**src/sv/ternary_cosine_similarity_defines.svh**
```systemverilog
// Assertion helpers shared by the RTL files.
`ifndef TERNARY_COSINE_SIMILARITY_DEFINES_SVH
`define TERNARY_COSINE_SIMILARITY_DEFINES_SVH

// Checked only outside reset.
`define TCS_ASSERT(lbl, prop, msg) \
    lbl: assert property (@(posedge i_clk) disable iff (!i_rst_n) prop) \
        else $error(msg);

// Checked on every edge, reset included.
`define TCS_ASSERT_ALWAYS(lbl, prop, msg) \
    lbl: assert property (@(posedge i_clk) prop) else $error(msg);

`endif

```
**src/sv/tcs_pkg.sv**
```systemverilog
`default_nettype none
package tcs_pkg;

    localparam int TCS_MAX_LEN = 256;
    localparam int FIFO_DEPTH  = 2;

    localparam int QUO_BITS   = 31;
    localparam int SQRT_STEPS = 16;
    localparam int SQRT_IN_W  = 2 * SQRT_STEPS;
    localparam int SREM_W     = SQRT_STEPS + 3;
    localparam int CNT_W      = 5;
    localparam int MAG_W      = 15;
    localparam int COS_W      = 16;

    localparam logic [1:0]       TRIT_ZERO = 2'd1;
    localparam logic [MAG_W-1:0] MAG_MAX   = '1;

    typedef enum logic [2:0] {
        S_IDLE,
        S_MUL,
        S_DIV,
        S_SQRT,
        S_DONE
    } t_back_state;

endpackage
`default_nettype wire

```
**src/sv/tcs_front.sv**
```systemverilog
`default_nettype none
module tcs_front #(
    parameter int  MAX_LEN = tcs_pkg::TCS_MAX_LEN,
    localparam int AW      = $clog2(MAX_LEN + 1)
) (
    input  logic                 i_clk,
    input  logic                 i_rst_n,
    input  logic                 i_take,
    input  logic [1:0]           i_trit_a,
    input  logic [1:0]           i_trit_b,
    input  logic                 i_last,
    output logic                 o_push,
    output logic signed [AW:0]   o_dot,
    output logic [AW-1:0]        o_na,
    output logic [AW-1:0]        o_nb,
    output logic                 o_over
);
    import tcs_pkg::*;

    logic signed [AW:0] r_dot, n_dot;
    logic [AW-1:0]      r_na, n_na;
    logic [AW-1:0]      r_nb, n_nb;
    logic [AW-1:0]      r_cnt, n_cnt;
    logic               r_over, n_over;

    logic               za, zb, room;
    logic signed [AW:0] delta;

    always_comb begin
        za   = (i_trit_a == TRIT_ZERO);
        zb   = (i_trit_b == TRIT_ZERO);
        room = (r_cnt < AW'(MAX_LEN));
        if (za || zb) begin
            delta = '0;
        end else if (i_trit_a[1] == i_trit_b[1]) begin
            delta = (AW+1)'(1);
        end else begin
            delta = -(AW+1)'(1);
        end

        if (room) begin
            o_dot = r_dot + delta;
            o_na  = r_na + AW'(!za);
            o_nb  = r_nb + AW'(!zb);
        end else begin
            o_dot = r_dot;
            o_na  = r_na;
            o_nb  = r_nb;
        end
        o_over = r_over | ~room;
        o_push = i_take & i_last;

        n_dot  = r_dot;
        n_na   = r_na;
        n_nb   = r_nb;
        n_cnt  = r_cnt;
        n_over = r_over;
        if (i_take) begin
            if (i_last) begin
                n_dot  = '0;
                n_na   = '0;
                n_nb   = '0;
                n_cnt  = '0;
                n_over = 1'b0;
            end else begin
                n_dot  = o_dot;
                n_na   = o_na;
                n_nb   = o_nb;
                n_cnt  = room ? r_cnt + AW'(1) : r_cnt;
                n_over = o_over;
            end
        end
    end

    always_ff @(posedge i_clk) begin
        if (!i_rst_n) begin
            r_dot  <= '0;
            r_na   <= '0;
            r_nb   <= '0;
            r_cnt  <= '0;
            r_over <= 1'b0;
        end else begin
            r_dot  <= n_dot;
            r_na   <= n_na;
            r_nb   <= n_nb;
            r_cnt  <= n_cnt;
            r_over <= n_over;
        end
    end

endmodule
`default_nettype wire

```
**src/sv/tcs_fifo.sv**
```systemverilog
`default_nettype none
`include "ternary_cosine_similarity_defines.svh"
module tcs_fifo #(
    parameter int W     = 8,
    parameter int DEPTH = tcs_pkg::FIFO_DEPTH
) (
    input  logic         i_clk,
    input  logic         i_rst_n,
    input  logic         i_push,
    input  logic [W-1:0] i_data,
    input  logic         i_pop,
    output logic [W-1:0] o_data,
    output logic         o_empty,
    output logic         o_full
);
    localparam int PW = (DEPTH > 1) ? $clog2(DEPTH) : 1;
    localparam int CW = $clog2(DEPTH + 1);

    logic [W-1:0]  r_mem [DEPTH];
    logic [PW-1:0] r_wr, n_wr;
    logic [PW-1:0] r_rd, n_rd;
    logic [CW-1:0] r_cnt, n_cnt;

    always_comb begin
        o_data  = r_mem[r_rd];
        o_empty = (r_cnt == '0);
        o_full  = (r_cnt == CW'(DEPTH));
        n_wr    = r_wr;
        n_rd    = r_rd;
        n_cnt   = r_cnt;
        if (i_push) begin
            n_wr = (r_wr == PW'(DEPTH - 1)) ? '0 : r_wr + PW'(1);
        end
        if (i_pop) begin
            n_rd = (r_rd == PW'(DEPTH - 1)) ? '0 : r_rd + PW'(1);
        end
        if (i_push && !i_pop) begin
            n_cnt = r_cnt + CW'(1);
        end else if (!i_push && i_pop) begin
            n_cnt = r_cnt - CW'(1);
        end
    end

    always_ff @(posedge i_clk) begin
        if (i_push) begin
            r_mem[r_wr] <= i_data;
        end
    end

    always_ff @(posedge i_clk) begin
        if (!i_rst_n) begin
            r_wr  <= '0;
            r_rd  <= '0;
            r_cnt <= '0;
        end else begin
            r_wr  <= n_wr;
            r_rd  <= n_rd;
            r_cnt <= n_cnt;
        end
    end

    `TCS_ASSERT(a_no_push_full, i_push |-> !o_full, "push into full queue")
    `TCS_ASSERT(a_no_pop_empty, i_pop |-> !o_empty, "pop from empty queue")
    `TCS_ASSERT(a_cnt_bound, r_cnt <= CW'(DEPTH), "queue count out of range")

endmodule
`default_nettype wire

```
**src/sv/tcs_back.sv**
```systemverilog
`default_nettype none
`include "ternary_cosine_similarity_defines.svh"
module tcs_back #(
    parameter int  MAX_LEN = tcs_pkg::TCS_MAX_LEN,
    localparam int AW      = $clog2(MAX_LEN + 1)
) (
    input  logic               i_clk,
    input  logic               i_rst_n,
    input  logic               i_empty,
    input  logic signed [AW:0] i_dot,
    input  logic [AW-1:0]      i_na,
    input  logic [AW-1:0]      i_nb,
    input  logic               i_over,
    output logic               o_pop,
    output logic               o_valid,
    output logic signed [9:0]  o_dot_product,
    output logic [8:0]         o_norm_a,
    output logic [8:0]         o_norm_b,
    output logic signed [15:0] o_cosine_q15,
    output logic               o_over_length
);
    import tcs_pkg::*;

    localparam int PW = 2 * AW;
    localparam int DX = (AW + 1 > 10) ? AW + 1 : 10;
    localparam int NX = (AW > 9) ? AW : 9;

    t_back_state r_state, n_state;

    logic signed [AW:0]   r_dot, n_dot;
    logic [AW-1:0]        r_na, n_na;
    logic [AW-1:0]        r_nb, n_nb;
    logic                 r_over, n_over;
    logic [AW-1:0]        r_mag, n_mag;
    logic [PW:0]          r_rem, n_rem;
    logic [PW-1:0]        r_den, n_den;
    logic [QUO_BITS-1:0]  r_quo, n_quo;
    logic [SQRT_IN_W-1:0] r_sq, n_sq;
    logic [SREM_W-1:0]    r_srem, n_srem;
    logic [SQRT_STEPS-1:0] r_root, n_root;
    logic [CNT_W-1:0]     r_cnt, n_cnt;

    logic                 r_valid, n_valid;
    logic signed [9:0]    r_o_dot, n_o_dot;
    logic [8:0]           r_o_na, n_o_na;
    logic [8:0]           r_o_nb, n_o_nb;
    logic signed [COS_W-1:0] r_o_cos, n_o_cos;
    logic                 r_o_over, n_o_over;

    logic [PW-1:0]        clamp;
    logic [PW:0]          trial;
    logic                 ge;
    logic [SREM_W-1:0]    s_sh, s_trial;
    logic                 s_ge;
    logic [MAG_W-1:0]     fmag;
    logic signed [DX-1:0] dot_x;
    logic [NX-1:0]        na_x, nb_x;

    always_comb begin
        n_state  = r_state;
        n_dot    = r_dot;
        n_na     = r_na;
        n_nb     = r_nb;
        n_over   = r_over;
        n_mag    = r_mag;
        n_rem    = r_rem;
        n_den    = r_den;
        n_quo    = r_quo;
        n_sq     = r_sq;
        n_srem   = r_srem;
        n_root   = r_root;
        n_cnt    = r_cnt;
        n_valid  = 1'b0;
        n_o_dot  = r_o_dot;
        n_o_na   = r_o_na;
        n_o_nb   = r_o_nb;
        n_o_cos  = r_o_cos;
        n_o_over = r_o_over;
        o_pop    = 1'b0;

        // restoring divide step; first step takes the clamped square unshifted
        clamp = (r_rem[PW-1:0] > r_den) ? r_den : r_rem[PW-1:0];
        trial = (r_cnt == CNT_W'(QUO_BITS - 1)) ? {1'b0, clamp}
                                                : {r_rem[PW-1:0], 1'b0};
        ge    = (trial >= {1'b0, r_den});

        // digit-by-digit square root step
        s_sh    = {r_srem[SREM_W-3:0], r_sq[SQRT_IN_W-1 -: 2]};
        s_trial = SREM_W'({r_root, 2'b01});
        s_ge    = (s_sh >= s_trial);

        fmag  = r_root[SQRT_STEPS-1] ? MAG_MAX : r_root[MAG_W-1:0];
        dot_x = DX'(r_dot);
        na_x  = NX'(r_na);
        nb_x  = NX'(r_nb);

        unique case (r_state)
            S_IDLE: begin
                if (!i_empty) begin
                    o_pop   = 1'b1;
                    n_dot   = i_dot;
                    n_na    = i_na;
                    n_nb    = i_nb;
                    n_over  = i_over;
                    n_mag   = i_dot[AW] ? AW'(-i_dot) : i_dot[AW-1:0];
                    n_state = S_MUL;
                end
            end
            S_MUL: begin
                n_rem   = {1'b0, PW'(r_mag) * PW'(r_mag)};
                n_den   = PW'(r_na) * PW'(r_nb);
                n_cnt   = CNT_W'(QUO_BITS - 1);
                n_state = S_DIV;
            end
            S_DIV: begin
                n_rem = ge ? trial - {1'b0, r_den} : trial;
                n_quo = {r_quo[QUO_BITS-2:0], ge};
                if (r_cnt == '0) begin
                    n_sq    = SQRT_IN_W'({r_quo[QUO_BITS-2:0], ge});
                    n_srem  = '0;
                    n_root  = '0;
                    n_cnt   = CNT_W'(SQRT_STEPS - 1);
                    n_state = S_SQRT;
                end else begin
                    n_cnt = r_cnt - CNT_W'(1);
                end
            end
            S_SQRT: begin
                n_sq   = {r_sq[SQRT_IN_W-3:0], 2'b00};
                n_srem = s_ge ? s_sh - s_trial : s_sh;
                n_root = {r_root[SQRT_STEPS-2:0], s_ge};
                if (r_cnt == '0) begin
                    n_state = S_DONE;
                end else begin
                    n_cnt = r_cnt - CNT_W'(1);
                end
            end
            S_DONE: begin
                n_valid  = 1'b1;
                n_o_dot  = dot_x[9:0];
                n_o_na   = na_x[8:0];
                n_o_nb   = nb_x[8:0];
                n_o_over = r_over;
                if (r_na == '0 || r_nb == '0) begin
                    n_o_cos = '0;
                end else if (r_dot[AW]) begin
                    n_o_cos = -COS_W'(fmag);
                end else begin
                    n_o_cos = COS_W'(fmag);
                end
                n_state = S_IDLE;
            end
            default: n_state = S_IDLE;
        endcase
    end

    always_ff @(posedge i_clk) begin
        if (!i_rst_n) begin
            r_state <= S_IDLE;
            r_valid <= 1'b0;
        end else begin
            r_state <= n_state;
            r_valid <= n_valid;
        end
    end

    always_ff @(posedge i_clk) begin
        r_dot    <= n_dot;
        r_na     <= n_na;
        r_nb     <= n_nb;
        r_over   <= n_over;
        r_mag    <= n_mag;
        r_rem    <= n_rem;
        r_den    <= n_den;
        r_quo    <= n_quo;
        r_sq     <= n_sq;
        r_srem   <= n_srem;
        r_root   <= n_root;
        r_cnt    <= n_cnt;
        r_o_dot  <= n_o_dot;
        r_o_na   <= n_o_na;
        r_o_nb   <= n_o_nb;
        r_o_cos  <= n_o_cos;
        r_o_over <= n_o_over;
    end

    assign o_valid       = r_valid;
    assign o_dot_product = r_o_dot;
    assign o_norm_a      = r_o_na;
    assign o_norm_b      = r_o_nb;
    assign o_cosine_q15  = r_o_cos;
    assign o_over_length = r_o_over;

    `TCS_ASSERT(a_single_strobe, o_valid |=> !o_valid, "result strobe longer than one cycle")
    `TCS_ASSERT(a_cos_clamped, o_valid |-> o_cosine_q15 != 16'sh8000, "cosine not clamped")
    `TCS_ASSERT(a_pop_in_idle, o_pop |-> r_state == S_IDLE, "queue read outside idle")

endmodule
`default_nettype wire

```
**src/sv/ternary_cosine_similarity.sv**
```systemverilog
`default_nettype none
// Ternary cosine similarity.
// Input: one trit pair per item, taken on a clock edge with start high and
// busy low. i_last_element closes the vector pair. Trit code 3 counts as 2.
// Elements after MAX_LEN in one vector are dropped and set o_over_length.
// Output: one result per vector pair, held on the o_ ports for exactly one
// cycle with o_valid high; the receiver cannot stall.
// Result path, after the edge that takes the last element: queue write,
// queue read, a multiply step, the restoring divide, the square root, and
// the output register that raises the strobe. Input rate: one element
// per cycle while busy is low. The divide/root unit handles one vector pair
// at a time; a two-entry queue sits in front of it, and busy rises while
// that queue is full, so runs of short vectors are paced by the unit.
// Reset (synchronous, active low) clears the accumulators, the queue and
// the sequencer; no result is pending afterwards.
module ternary_cosine_similarity #(
    parameter int MAX_LEN = tcs_pkg::TCS_MAX_LEN
) (
    input  logic               i_clk,
    input  logic               i_rst_n,
    input  logic               start,
    output logic               busy,
    input  logic [1:0]         i_trit_a,
    input  logic [1:0]         i_trit_b,
    input  logic               i_last_element,
    output logic               o_valid,
    output logic signed [9:0]  o_dot_product,
    output logic [8:0]         o_norm_a,
    output logic [8:0]         o_norm_b,
    output logic signed [15:0] o_cosine_q15,
    output logic               o_over_length
);
    import tcs_pkg::*;

    localparam int AW = $clog2(MAX_LEN + 1);
    localparam int QW = 3 * AW + 2;

    logic               take;
    logic               push, pop, q_empty, q_full;
    logic signed [AW:0] f_dot, b_dot;
    logic [AW-1:0]      f_na, f_nb, b_na, b_nb;
    logic               f_over, b_over;
    logic [QW-1:0]      q_in, q_out;

    assign take = start & ~busy;
    assign busy = q_full;
    assign q_in = {f_dot, f_na, f_nb, f_over};
    assign {b_dot, b_na, b_nb, b_over} = q_out;

    tcs_front #(
        .MAX_LEN (MAX_LEN)
    ) u_front (
        .i_clk    (i_clk),
        .i_rst_n  (i_rst_n),
        .i_take   (take),
        .i_trit_a (i_trit_a),
        .i_trit_b (i_trit_b),
        .i_last   (i_last_element),
        .o_push   (push),
        .o_dot    (f_dot),
        .o_na     (f_na),
        .o_nb     (f_nb),
        .o_over   (f_over)
    );

    tcs_fifo #(
        .W     (QW),
        .DEPTH (FIFO_DEPTH)
    ) u_fifo (
        .i_clk   (i_clk),
        .i_rst_n (i_rst_n),
        .i_push  (push),
        .i_data  (q_in),
        .i_pop   (pop),
        .o_data  (q_out),
        .o_empty (q_empty),
        .o_full  (q_full)
    );

    tcs_back #(
        .MAX_LEN (MAX_LEN)
    ) u_back (
        .i_clk         (i_clk),
        .i_rst_n       (i_rst_n),
        .i_empty       (q_empty),
        .i_dot         (b_dot),
        .i_na          (b_na),
        .i_nb          (b_nb),
        .i_over        (b_over),
        .o_pop         (pop),
        .o_valid       (o_valid),
        .o_dot_product (o_dot_product),
        .o_norm_a      (o_norm_a),
        .o_norm_b      (o_norm_b),
        .o_cosine_q15  (o_cosine_q15),
        .o_over_length (o_over_length)
    );

endmodule
`default_nettype wire

```
**config.mk**
```make
export PLATFORM = sky130hd
export DESIGN_NAME = ternary_cosine_similarity
export DESIGN_NICKNAME = d
export VERILOG_FILES = /design/src/sv/tcs_pkg.sv /design/src/sv/tcs_front.sv /design/src/sv/tcs_fifo.sv /design/src/sv/tcs_back.sv /design/src/sv/ternary_cosine_similarity.sv
export VERILOG_INCLUDE_DIRS = /design/src /design/src/sv
export SDC_FILE = /design/constraint.sdc
export NUM_CORES = 1
export LEC_CHECK = 0
export BUFFER_PORTS_ARGS = -buffer_cell sky130_fd_sc_hd__buf_2
export CORE_MARGIN = 10
export CORE_UTILIZATION = 35
export CTS_CLUSTER_SIZE = 30
export DETAILED_ROUTE_END_ITERATION = 10
export GPL_TIMING_DRIVEN = 1
export HOLD_SLACK_MARGIN = 0.06
export PLACE_DENSITY_LB_ADDON = 0.05
export REMOVE_ABC_BUFFERS = 1
export SYNTH_ARGS = -nofsm -noshare
export SYNTH_HDL_FRONTEND = slang
export SYNTH_HIERARCHICAL = 1
export SYNTH_SLANG_ARGS = --single-unit
```
**constraint.sdc**
```tcl
create_clock -name i_clk -period 17 [get_ports i_clk]
set_input_delay 0.85 -clock i_clk [delete_from_list [all_inputs] [get_ports i_clk]]
set_output_delay 0.85 -clock i_clk [all_outputs]
set_load 0.05 [all_outputs]
```
==> results of run 1 <==
-- placed cells by master, fill, tap and decap left out, drive strengths merged, types with 31 or more instances in the layout --
cell type / instances
a21oi: 73
and2: 94
buf: 75
clkbuf: 57
dfxtp: 47
edfxtp: 276
fa: 85
ha: 136
inv: 172
mux2: 42
mux2i: 38
nand2: 209
nand3: 32
nor2: 130
nor2b: 33
o21ai: 86
xnor2: 63
xor2: 31
-- registers in the layout, summed over array words and instances (netlist names), 16 cells and up, named ones only --
register / count
u_fifo/r_mem: 58
u_back/r_root: 16
u_back/r_quo: 30
u_back/o_cosine_q15: 16
u_back/r_srem: 17
u_back/r_den: 18
u_back/r_rem: 18
u_back/r_sq: 32
-- layer usage --
layer	GRT usage (%)	vias up
met5	0	-
met2	23.55	161
li1	-	6747
met4	4.190	0
met1	19.01	6664
met3	2.456	59
-- per-stage QoR --
stage	hold WS [ns]	setup slack, ns	instances	utilization (%)	cell area [µm²]
after CTS	0.4369	11.44	2743	39.47	22810
final	0.4366	11.50	2743	39.47	22810
after global routing	0.4422	11.06	2743	39.47	22810
after detailed placement	0.4158	11.48	2671	37.25	21530
after global placement	0.4284	11.58	2671	37.25	21530
after floorplan	0.4003	11.38	1831	-	20090
-- area by class of cell --
type / count / area [µm²]
repair buffers: 75 / 427.9
inverters: 174 / 658.1
clock buffers: 57 / 1127
clock inverters: 15 / 155.1
multi-input cells: 1334 / 10260
well taps: 765 / 957.2
fillers: 5680 / 34990
flip-flops and latches: 323 / 9229
-- kinds of logic (layout without fill, tap and decap cells) --
group,Yosys count,count (layout)
AND/OR/NAND/NOR,644,644
flip-flops,323,323
AO/OA/AOI/OAI,295,295
multiplexers,80,80
XOR/XNOR,94,94
adder cells (fa/ha/maj),221,221
buffers and inverters,251,321
-- critical path: stages, from the launching register on --
cell and delay [ns]:
edfxtp_1 0.42, ha_1 0.34, nand4_1 0.16, nor2_1 0.09, a311o_1 0.36, o22ai_2 0.32
buf_4 0.40, mux2i_1 0.23, o21ai_0 0.13, ha_1 0.40, nand4_1 0.19, or4_1 0.53
o21ai_1 0.19, a21oi_1 0.16, a31oi_4 0.66, mux2_2 0.41, mux2_2 0.26
-- how the worst max path moves through the flow --
stage               depth (start not counted)          endpoint  slack [ns]
floorplan                                  15  u_back/r_rem[16]       11.38
global placement                           16  u_back/r_rem[16]       11.58
detailed placement                         16  u_back/r_rem[16]       11.48
CTS                                        16  u_back/r_rem[16]       11.44
global route                               16  u_back/r_rem[16]       11.06
finish                                     16  u_back/r_rem[16]       11.50
==> impl_results.md, run 1 <==
* Outcome: finished, final reports clean
* Largest net degree at the start of global routing at 66
* Top cell type's share of synthesized area at 40.56%
* Layout cell share with drive strength beyond 1 at 10.16%
* Synth cell types at 83
* WL met3 at 1706 µm
* Io pins at 55
* Simple logic cell fraction of the synthesized area at between 10% and 20%
* Vias in the first global route at 14.14k
* Worst-path clk slew at about 0.06 ns
* N_diodes at 0
* Die area at about 68000 µm²
* Slew Viols, Final at 0
* XOR/XNOR share of the synthesized area at under 10%
* R2R depth at 16
* Met2 wire len at 22320 µm
* Syn Inst Count at 1908
* R2R Setup Slk at about 11 ns
* Total number of vias at 13.63k
* Synth area leaders: edfxtp_1 (41%), fa_1 (8.3%), ha_1 (8.3%)
* Critical path origin: u_back/r_rem[9]
* Async set or reset register ratio after synthesis at 0%
* Yosys warns at 6
* Least-Margin Pin Slew at about 1.1 ns
* Skew-Pair Late Insertion Delay at 0.56 ns
* RSZ-0062 raised after global routing: no
* Met1 WL at between 20000 and 25000 µm
* Core ar. at 57810 µm²
* Top-count cell post-synth: edfxtp_1
* Uppermost layer routed: met4
* Hold Path Origin: u_back/dot_x[6]
* Port bufs at 54
* Final Hold Viols at 0
* CP max FO at 24
* P&R area growth vs syn at 11.65%
* DP Wirelength at 33990 µm
* WS Path Type: reg -> reg
* Die Wd at roughly 260 µm
* Hold Path Stages at 0
* CTS tree: yes
* DRC at 0
* Maxcap violations at 0
* Hold Path End: u_back/o_dot_product[6]
* # H-tree levels at 2
* Post-CTS Hold Buffers at 0
* Worst r2r src: u_back/r_rem[9]
* Post-synth top area cell: edfxtp_1
* Slew HR at 27.39%
* Chip height at 261.6 µm
* Setup violators final at 0
* Clock Path Buffers at 3
* Largest family of logic cells by synthesized area: adder cells
* Avg Vias per Cell at 4.969
* Drt wl/cell at 17.69 µm
* Post-synth EDFFs at 276
* DRT Pass-1 Iters at 5
* Setup bufs post-CTS at 0
* Initial antenna violation count at 0
* Global-route usage over all layers at 14.30%
* Worst reg2reg endpoint: u_back/r_rem[16]
* CP Capture Type: flop
* Clock Skew at slightly above 0.02 ns
* Synth Area in Adders at 16.66%
* Synth Register Bits at ~320
* Mux share of post-synthesis cell area at 4.194%
* Antenna Nets Post-Route at 0
* Fmax achieved at 181.8 MHz
* Complex-gate fraction of the synthesized area at approximately a tenth
* Setup tns final at 0 ns
* Worst path arrival time at 5.80 ns
* Resize count post-CTS at 0
* GRT overflow at 0
* Fin crit period at between 5 and 6 ns
* Hold crit path type: reg -> reg
* Initial core utilization at roughly 35%
* Startpoint Class: flop
* Row count at 88
* First-pass GRT wire length at 78250 µm
* Worst endpoint required time at 17.29 ns
* Mean area per synthesized cell at 10.71 µm²
* Sequential element share of the synthesized area at 45.17%
* Iteration-0 DRC Markers at between 600 and 700
* Synth Cell Area at 20430 µm²
* Top cells by count, synth: edfxtp_1 (276), nand2_1 (209), inv_1 (171)
* Root buffer cell: clkbuf_16
* Nets@finish at 2177
* Sink Count at 323
* CTS Buf Count at 40
* Post-Route WL at 48530 µm
* GP Congestion at 0.7992
* Most used DFF post-synth: edfxtp_1
* Crit share post-route at about 32%
Power of run 1 is not shown: default switching activity piles up to over one toggle a cycle in this logic, so the estimate is an artifact.
==> inputs of run 2 (changes only) <==
Clock period 17 ns to 4.55 ns, I/O delays scaled along.
==> impl_results.md, run 2 (synthesized netlist as in run 1, its figures left out) <==
* Total number of vias at 14.50k (was 13.63k)
* Global-route usage over all layers at 14.84% (was 14.30%)
* Outcome: complete, but fails checks (was finished, final reports clean)
* Crit share post-route at 104.2% (was 32.36%)
* Slew Viols, Final at 0 (unchanged)
* DRC at 0 (unchanged)
* Commonest non-fill, non-tap cells in the layout: edfxtp_1 (276), buf_4 (205), nand2_1 (205), inv_1 (161), nor2_1 (125) (was edfxtp_1 (276), nand2_1 (208), inv_1 (171), ha_1 (136), nor2_1 (128))
* Worst path arrival time at 5.02 ns (was 5.80 ns)
* GRT overflow at 0 (unchanged)
* Slew HR at 30.20% (was 27.39%)
* Io pins at 55 (unchanged)
* Setup tns final at -0.7900 ns (was 0 ns)
* Clock Skew at 0.01753 ns (was 0.02028 ns)
* Row count at 88 (unchanged)
* Hold crit path type: in -> reg (was reg -> reg)
* Failing checks: negative setup slack
* Die Wd at 261.6 µm (unchanged)
* Startpoint Class: flop (unchanged)
* Worst-path clk slew at 0.06 ns (about the same)
* CP Capture Type: flop (unchanged)
* Antenna Nets Post-Route at 0 (unchanged)
* Fmax achieved at 211.0 MHz (was 181.8 MHz)
* Core ar. at 57810 µm² (unchanged)
* Most flops, register: u_fifo/r_mem (unchanged)
* Skew-Pair Late Insertion Delay at 0.56 ns (about the same)
* Largest regs: u_fifo/r_mem: 58 flops, u_back/r_sq: 32 flops, u_back/r_quo: 30 flops (unchanged)
* Fin crit period at 4.740 ns (was 5.501 ns)
* Post-Route WL at 50980 µm (was 48530 µm)
* CTS tree: yes (unchanged)
* Commonest non-fill, non-tap cell in the layout: edfxtp_1 (unchanged)
* Vias in the first global route at 14.62k (was 14.14k)
* P&R area growth vs syn at 23.04% (was 11.65%)
* DP Area at 22720 µm² (was 21530 µm²)
* CTS Buf Count at 41 (was 40)
* Largest net degree at the start of global routing at 66 (unchanged)
* WS Path Type: reg -> reg (unchanged)
* Worst endpoint required time at 4.83 ns (was 17.29 ns)
* Port bufs at 54 (unchanged)
* Clock Path Buffers at 3 (unchanged)
* DRT Pass-1 Iters at 5 (unchanged)
* GP Congestion at 0.7953 (was 0.7992)
* Root buffer cell: clkbuf_16 (unchanged)
* Die area at 68450 µm² (unchanged)
* Setup violators final at 14 (was 0)
* RSZ-0062 raised after global routing: yes (was no)
* Maxcap violations at 0 (unchanged)
* Avg Vias per Cell at 4.900 (was 4.969)
* Core Util, Final at 43.49% (was 39.47%)
* Post-CTS Hold Buffers at 0 (unchanged)
* Uppermost layer routed: met4 (unchanged)
* N_diodes at 0 (unchanged)
* Drt wl/cell at 17.23 µm (was 17.69 µm)
* Number of flip-flops under the largest register name at 58 (unchanged)
* Fin area at 25140 µm² (was 22810 µm²)
* CP max FO at 5 (was 24)
* Met2 wire len at 23090 µm (was 22320 µm)
* Sink Count at 323 (unchanged)
* WL met3 at 1544 µm (was 1706 µm)
* First-pass GRT wire length at 81490 µm (was 78250 µm)
* Least-Margin Pin Slew at 1.043 ns (was 1.089 ns)
* Met1 WL at 25520 µm (was 23450 µm)
* Nets@finish at 2390 (was 2177)
* # H-tree levels at 2 (unchanged)
* Iteration-0 DRC Markers at 617 (was 601)
* Min setup slack post-route at -0.1897 ns (was 11.50 ns)
* Hold slack final at 0.1333 ns (was 0.4366 ns)
* DP Wirelength at 36790 µm (was 33990 µm)
* Chip height at 261.6 µm (unchanged)
* Final Hold Viols at 0 (unchanged)
* Initial core utilization at 35.35% (unchanged)
* Initial antenna violation count at 0 (unchanged)
* Layout cell share with drive strength beyond 1 at 23.97% (was 10.16%)
## run 2: metal layers
metal / track usage (%) / up-vias
met3: 2.369 / 55
met1: 21.14 / 7130
met4: 3.291 / 0
li1: - / 7173
met2: 23.35 / 141
met5: 0 / -
## run 2: layout make-up
cell class | count | area, µm²
sequential | 323 | 9229
clock buffer | 58 | 1130
timing repair buffer | 287 | 2177
multi-input combinational | 1334 | 10850
clock inverter | 18 | 140.1
inverter | 174 | 658.1
tap | 765 | 957.2
fill | 5534 | 32660
## run 2: per-stage QoR
step	instances	setup slack [ns]
finish	2959	-0.1897
global route	2959	-0.3665
CTS	2925	-0.1043
detailed placement	2826	-0.3092
global placement	2826	-0.2492
floorplan	1831	-1.068
## run 2: final timing paths
check	from	endpoint	slack (ns)	depth (start not counted)
worst max-delay path	u_back/r_mag[1]	u_back/r_rem[17]	-0.19	16
worst min-delay path	i_rst_n	u_front/r_dot[8]	0.13	2
worst max register to register	u_back/r_mag[1]	u_back/r_rem[17]	-0.19	16
worst min register to register	u_back/dot_x[6]	u_back/o_dot_product[6]	0.41	0
## run 2: worst max-delay path, cell delays in order (launching register included)
cell	delay [ns]
edfxtp_1	0.47
buf_4	0.18
and2_4	0.15
fa_1	0.53
inv_1	0.05
fa_1	0.50
fa_1	0.44
fa_1	0.53
inv_2	0.05
ha_4	0.15
or3_4	0.38
o211ai_1	0.25
a31oi_1	0.15
a21o_1	0.21
a21oi_2	0.18
xnor2_2	0.14
o32ai_2	0.10
## run 2: timing repair
| item | CTS | global route |
|---|---|---|
| gates cloned | 0 | 1 |
| resized for setup | 66 | 108 |
| setup endpoints to repair | 24 | 24 |
| pin swaps | 52 | 84 |
| buffers inserted | 23 | 33 |
Power of run 2 is left out for the same reason.
